$ cat src/sv/che_pkg.sv
package che_pkg;

    // Fixed field widths
    localparam int KEY_W   = 32;
    localparam int VAL_W   = 32;
    localparam int KIND_W  = 2;
    localparam int CFG_W   = 11;
    localparam int TOTAL_W = 11;
    localparam int IDX_W   = 1;

    // Default sizes
    localparam int DEF_MAX_BUCKETS = 1024;
    localparam int DEF_MAX_NODES   = 1024;

    // Register indexes
    localparam logic [IDX_W-1:0] REG_BUCKET_COUNT   = 1'b0;
    localparam logic [IDX_W-1:0] REG_CAPACITY_LIMIT = 1'b1;
    localparam logic [CFG_W-1:0] BUCKET_COUNT_RST   = 11'd1024;
    localparam logic [CFG_W-1:0] CAPACITY_RST       = 11'd1024;

    // Hash constants
    localparam logic [31:0] HASH_C0 = 32'h7ed55d16;
    localparam logic [31:0] HASH_C1 = 32'hc761c23c;
    localparam logic [31:0] HASH_C2 = 32'h165667b1;
    localparam logic [31:0] HASH_C3 = 32'hd3a2646c;
    localparam logic [31:0] HASH_C4 = 32'hfd7046c5;
    localparam logic [31:0] HASH_C5 = 32'hb55a4f09;
    localparam logic [2:0]  HASH_LAST_STEP = 3'd5;
    localparam int          DIV_STEPS = 32;

    typedef enum logic [KIND_W-1:0] {
        KIND_GET    = 2'd0,
        KIND_INSERT = 2'd1,
        KIND_UPDATE = 2'd2,
        KIND_REMOVE = 2'd3
    } che_kind_t;

    typedef struct packed {
        logic clr_en;
        logic load;
        logic take_recent;
        logic hash_step;
        logic div_init;
        logic div_step;
        logic head_rd;
        logic head_take;
        logic node_rd;
        logic rd_free;
        logic advance;
        logic set_recent;
        logic get_value;
        logic set_ok;
        logic val_wr;
        logic alloc_free;
        logic alloc_fresh;
        logic ins_wr;
        logic rm_unlink;
        logic rm_free;
        logic out_load;
    } che_cmd_t;

    typedef struct packed {
        logic      clr_last;
        logic      hash_last;
        logic      div_last;
        che_kind_t kind;
        logic      full;
        logic      rec_valid;
        logic      key_match;
        logic      cur_null;
        logic      free_valid;
    } che_sts_t;

    // One round of the integer mix
    function automatic logic [31:0] mix_step(input logic [31:0] h, input logic [2:0] s);
        logic [31:0] r;
        r = h;
        case (s)
            3'd0:    r = (h + HASH_C0) + (h << 12);
            3'd1:    r = (h ^ HASH_C1) ^ (h >> 19);
            3'd2:    r = (h + HASH_C2) + (h << 5);
            3'd3:    r = (h + HASH_C3) ^ (h << 9);
            3'd4:    r = (h + HASH_C4) + (h << 3);
            3'd5:    r = (h ^ HASH_C5) ^ (h >> 16);
            default: r = h;
        endcase
        return r;
    endfunction

endpackage

$ cat src/sv/che_ctrl.sv
module che_ctrl import che_pkg::*;
(
    input  logic     clk,
    input  logic     rst_n,
    input  logic     in_valid,
    output logic     in_ready,
    output logic     out_valid,
    input  logic     out_ready,
    input  che_sts_t sts,
    output che_cmd_t cmd
);

    typedef enum logic [4:0] {
        ST_CLEAR, ST_IDLE, ST_START, ST_REC_RD, ST_REC_CHK, ST_HASH, ST_DIV,
        ST_HEAD_RD, ST_HEAD_TAKE, ST_NODE_RD, ST_NODE_CHK, ST_FOUND,
        ST_FREE_RD, ST_FREE_TAKE, ST_INS_WR, ST_RM_UNLINK, ST_RM_FREE, ST_FINISH
    } state_t;

    state_t state_reg, state_next;
    logic   out_valid_reg, out_valid_next;

    assign in_ready  = (state_reg == ST_IDLE);
    assign out_valid = out_valid_reg;

    always_comb
    begin
        cmd            = '0;
        state_next     = state_reg;
        out_valid_next = out_valid_reg & ~out_ready;
        unique case (state_reg)
            ST_CLEAR:
            begin
                cmd.clr_en = 1'b1;
                if (sts.clr_last)
                    state_next = ST_IDLE;
            end
            ST_IDLE:
            begin
                if (in_valid)
                begin
                    cmd.load   = 1'b1;
                    state_next = ST_START;
                end
            end
            ST_START:
            begin
                if (sts.kind == KIND_INSERT && sts.full)
                    state_next = ST_FINISH;
                else if (sts.kind != KIND_REMOVE && sts.rec_valid)
                begin
                    cmd.take_recent = 1'b1;
                    state_next      = ST_REC_RD;
                end
                else
                    state_next = ST_HASH;
            end
            ST_REC_RD:
            begin
                cmd.node_rd = 1'b1;
                state_next  = ST_REC_CHK;
            end
            ST_REC_CHK:
            begin
                state_next = sts.key_match ? ST_FOUND : ST_HASH;
            end
            ST_HASH:
            begin
                cmd.hash_step = 1'b1;
                if (sts.hash_last)
                begin
                    cmd.div_init = 1'b1;
                    state_next   = ST_DIV;
                end
            end
            ST_DIV:
            begin
                cmd.div_step = 1'b1;
                if (sts.div_last)
                    state_next = ST_HEAD_RD;
            end
            ST_HEAD_RD:
            begin
                cmd.head_rd = 1'b1;
                state_next  = ST_HEAD_TAKE;
            end
            ST_HEAD_TAKE:
            begin
                cmd.head_take = 1'b1;
                state_next    = ST_NODE_RD;
            end
            ST_NODE_RD:
            begin
                if (sts.cur_null)
                begin
                    if (sts.kind == KIND_INSERT)
                    begin
                        if (sts.free_valid)
                            state_next = ST_FREE_RD;
                        else
                        begin
                            cmd.alloc_fresh = 1'b1;
                            state_next      = ST_INS_WR;
                        end
                    end
                    else
                        state_next = ST_FINISH;
                end
                else
                begin
                    cmd.node_rd = 1'b1;
                    state_next  = ST_NODE_CHK;
                end
            end
            ST_NODE_CHK:
            begin
                if (sts.key_match)
                    state_next = ST_FOUND;
                else
                begin
                    cmd.advance = 1'b1;
                    state_next  = ST_NODE_RD;
                end
            end
            ST_FOUND:
            begin
                cmd.set_recent = 1'b1;
                state_next     = ST_FINISH;
                unique case (sts.kind)
                    KIND_GET:
                    begin
                        cmd.get_value = 1'b1;
                        cmd.set_ok    = 1'b1;
                    end
                    KIND_UPDATE:
                    begin
                        cmd.val_wr = 1'b1;
                        cmd.set_ok = 1'b1;
                    end
                    KIND_REMOVE: state_next = ST_RM_UNLINK;
                    default:     state_next = ST_FINISH;
                endcase
            end
            ST_FREE_RD:
            begin
                cmd.node_rd = 1'b1;
                cmd.rd_free = 1'b1;
                state_next  = ST_FREE_TAKE;
            end
            ST_FREE_TAKE:
            begin
                cmd.alloc_free = 1'b1;
                state_next     = ST_INS_WR;
            end
            ST_INS_WR:
            begin
                cmd.ins_wr = 1'b1;
                cmd.set_ok = 1'b1;
                state_next = ST_FINISH;
            end
            ST_RM_UNLINK:
            begin
                cmd.rm_unlink = 1'b1;
                state_next    = ST_RM_FREE;
            end
            ST_RM_FREE:
            begin
                cmd.rm_free = 1'b1;
                cmd.set_ok  = 1'b1;
                state_next  = ST_FINISH;
            end
            ST_FINISH:
            begin
                if (!out_valid_reg || out_ready)
                begin
                    cmd.out_load   = 1'b1;
                    out_valid_next = 1'b1;
                    state_next     = ST_IDLE;
                end
            end
            default: state_next = ST_IDLE;
        endcase
    end

    always_ff @(posedge clk or negedge rst_n)
    begin
        if (!rst_n)
        begin
            state_reg     <= ST_CLEAR;
            out_valid_reg <= 1'b0;
        end
        else
        begin
            state_reg     <= state_next;
            out_valid_reg <= out_valid_next;
        end
    end

endmodule

$ cat config.mk
export PLATFORM = sky130hd
export DESIGN_NAME = che_ctrl
export DESIGN_NICKNAME = d
export VERILOG_FILES = /design/src/sv/che_pkg.sv /design/src/sv/che_ctrl.sv
export SDC_FILE = /design/constraint.sdc
export NUM_CORES = 1
export LEC_CHECK = 0
export ABC_AREA = 1
export BUFFER_PORTS_ARGS = -buffer_cell sky130_fd_sc_hd__buf_2
export CORE_UTILIZATION = 51
export CTS_BUF_LIST = sky130_fd_sc_hd__clkbuf_8
export DETAILED_ROUTE_END_ITERATION = 10
export HOLD_SLACK_MARGIN = 0.1
export PLACE_DENSITY = 0.95
export SETUP_SLACK_MARGIN = 0.2
export SLEW_MARGIN = 20
export SYNTH_ARGS = -nofsm -noshare
export SYNTH_HDL_FRONTEND = slang
export SYNTH_SLANG_ARGS = --single-unit
$ cat constraint.sdc
create_clock -name clk -period 1.9 [get_ports clk]
set_input_delay 0.19 -clock clk [delete_from_list [all_inputs] [get_ports clk]]
set_output_delay 0.19 -clock clk [all_outputs]
set_load 0.01 [all_outputs]
==> reports/qor.txt <==
FF+latch count, synth -> 6
largest net degree at the start of global routing -> 8
Max stage delay cell, worst path -> dfrtp_2
Root Driver -> clkbuf_8
Yosys cell types -> 20
Final min period -> 1660 ps
H-tree lvl count -> 1
# IOs -> 37
HPWL Detailed -> 1.82 mm
Crit. End Element -> output pin
Leak -> 0.666 nW
CTS tree -> yes
vias in the first global route -> 799
crit-path cells -> inv_4, nand3_4, nor2_4, nand2_1, nor2_1, buf_2
CP Data Arrival Time -> 1470 ps
crit-path max FO -> 6
clock-pin slew on the worst setup and hold paths -> 40 ps
max_cap viols -> 0
Pins Over Slew Limit -> 0
fin nets -> 207
Synthesized Nets -> 158
DRC -> 0
dominant synthesized flop cell -> dfrtp_1
Post-Syn Instances -> 144
synth top area cells -> nor2_1 (20%), dfrtp_1 (20%), nand2_1 (17%)
Post-synth EDFFs -> 0
Worst path max stage delay -> 460 ps
Reg2Reg Depth -> 7
DP Worst Slack -> 410 ps
RSZ-0062 raised after global routing -> yes
Hold Crit Class -> in2reg
Worst Max-Slew Pin Slew -> 370 ps
# rows -> 13
crit path buf inv count -> 2
clk sinks -> 6
share of post-route cells with drive strength above 1 -> 36.6%
Final Hold Fails -> 0
Clk pwr share -> 12.1%
status -> finished clean
drt pass-1 iters -> 5
Switch Pwr -> 0.908 mW
Synth Area in Adders -> 0%
part of the Yosys area used for sequential elements -> 19.8%
CTS Buf Count -> 3
startpoint types -> register
DR vias/cell -> 5.72
via count -> 1178
die area -> 1640 µm²
setup TNS -> 0 ps
Initial Util -> 56.8%
routability cong. -> 0.929
Worst-Skew Late Latency -> 230 ps
first-pass GRT wire length -> 3.31 mm
peak supply drop -> 1090 µV
Cell Pwr Density -> 1470 nW/µm²
main combinational cell family by area after synthesis -> simple AND/OR/NAND/NOR gates
Detail Route Antenna Nets -> 0
cell depth of the worst hold path -> 2
fin crit share -> 87.5%
most frequent cells in the layout -> nor2_1 (41), buf_2 (36), nand2_1 (35)
final wirelength -> 2.98 mm
CP Data Required Time -> 1710 ps
post-synth top area share -> 20.3%
initial antenna violation count -> 0
Final WS setup -> 237 ps
CP delay by family, top -> simple AND/OR/NAND/NOR gates
Comb pwr share -> 69.1%
GRT Overall Usage -> 31.5%
synthesized area -> 757 µm²
cell-internal power -> 0.719 mW
Sw Ratio -> 55.8%
Area growth, synth to finish -> 45.8%
most common cell after layout, fill and taps aside -> nor2_1
Final Skew -> 2.71 ps
Async S/R FF share, synth -> 100%
Post-Synth XOR/XNOR Area -> 0%
DR iter-0 viols -> 117
Max clock buf depth -> 2
Relative slew margins -> 75.2%
total gr overflow -> 0
YS warnings -> 0
WP depth -> 6
simple-gate share of the synthesized area -> 61.7%
Port Buf Inserts -> 36
post-synthesis mux area share -> 0%
max reg flops -> 5
Max Clk Rate -> 601 MHz
core footprint -> 1330 µm²
Die Y -> 40.5 µm
# diodes -> 0
WL/cell -> 14.5 µm
post-synth top area cell -> nor2_1
Fillers -> 83
critical path class -> reg2out
syn_area_per_cell -> 5.26 µm²
Compound-Gate Fraction of Synth Area -> 6.12%
final count of negative-setup-slack endpoints -> 0
power share of the sequential group -> 18.8%
die span in x -> 40.5 µm
==> metal layers <==
| layer | up-vias | routed length, µm | global-route usage [%] |
|---|---|---|---|
| met2 | 122 | 1340 | 48.8 |
| met1 | 491 | 1010 | 39.9 |
| met3 | 26 | 433 | 5.56 |
| met5 | - | 0 | 0 |
| li1 | 539 | - | - |
| met4 | 0 | 200 | 19.2 |
==> worst reg2reg max path: cells and delay by family (launching register included) <==
kind / cells / cell delay [ps]
AO/OA/AOI/OAI: 1 / 220
buffers and inverters: 1 / 160
flip-flops: 1 / 460
AND/OR/NAND/NOR: 5 / 600
==> timing repair <==
item,in CTS,in global routing
pin swaps,0,3
buffers inserted,0,7
hold buffers,1,0
endpoints found under the setup margin,3,11
gates resized for setup,2,11
endpoints found under the hold margin,6,0
==> worst paths after layout <==
kind	slack, ps	endpoint	startpoint
min	240	out_valid$_DFF_PN0_	out_ready
max reg2reg	340	state_reg[0]$_DFFE_PN0P_	state_reg[4]$_DFFE_PN0P_
min in group asynchronous	320	state_reg[2]$_DFFE_PN0P_	rst_n
max in group asynchronous	1420	state_reg[3]$_DFFE_PN0P_	rst_n
max	240	cmd[8]	state_reg[4]$_DFFE_PN0P_
min reg2reg	620	state_reg[0]$_DFFE_PN0P_	state_reg[0]$_DFFE_PN0P_
==> Yosys cell counts, types with 2 or more instances <==
library cell and instances:
nor2_1 41, o21ai_0 2, nand3_2 2, o21ai_1 3, nand2_2 2, nand4_1 2, inv_1 18, nand2_1 35
nor2_2 5, inv_2 7, dfrtp_1 6, nand3_1 13
==> final cells by class <==
type,count,area [µm²],area share [%]
tap,15,18.8,1.70
multi-input combinational,113,546,49.4
sequential,6,156,14.2
timing repair buffer,44,243,22.0
inverter,25,98.8,8.96
clock buffer,3,41.3,3.74
==> stage by stage <==
step,std cells,power [mW],cell area [µm²],hold WS [ps],util [%]
finish,206,1.63,1100,235,82.7
global route,206,1.73,1100,250,82.7
CTS,199,1.38,1020,211,76.3
detailed placement,195,1.15,956,16.1,71.7
global placement,195,1.13,956,12.0,71.7
floorplan,144,0.898,757,-106,-
==> power groups by stage <==
stage               sequential, mW  clock, mW  combinational, mW
CTS                          0.272      0.198              0.905
global placement             0.263          0              0.863
floorplan                    0.255          0              0.643
global route                 0.312      0.203               1.21
finish                       0.307      0.196               1.12
detailed placement           0.267          0              0.887
==> logic make-up after synthesis <==
| family | count (synthesis) |
|---|---|
| compound gates | 8 |
| buf+inv | 25 |
| flops | 6 |
| simple gates | 105 |
(Power assumes the default switching activity.)
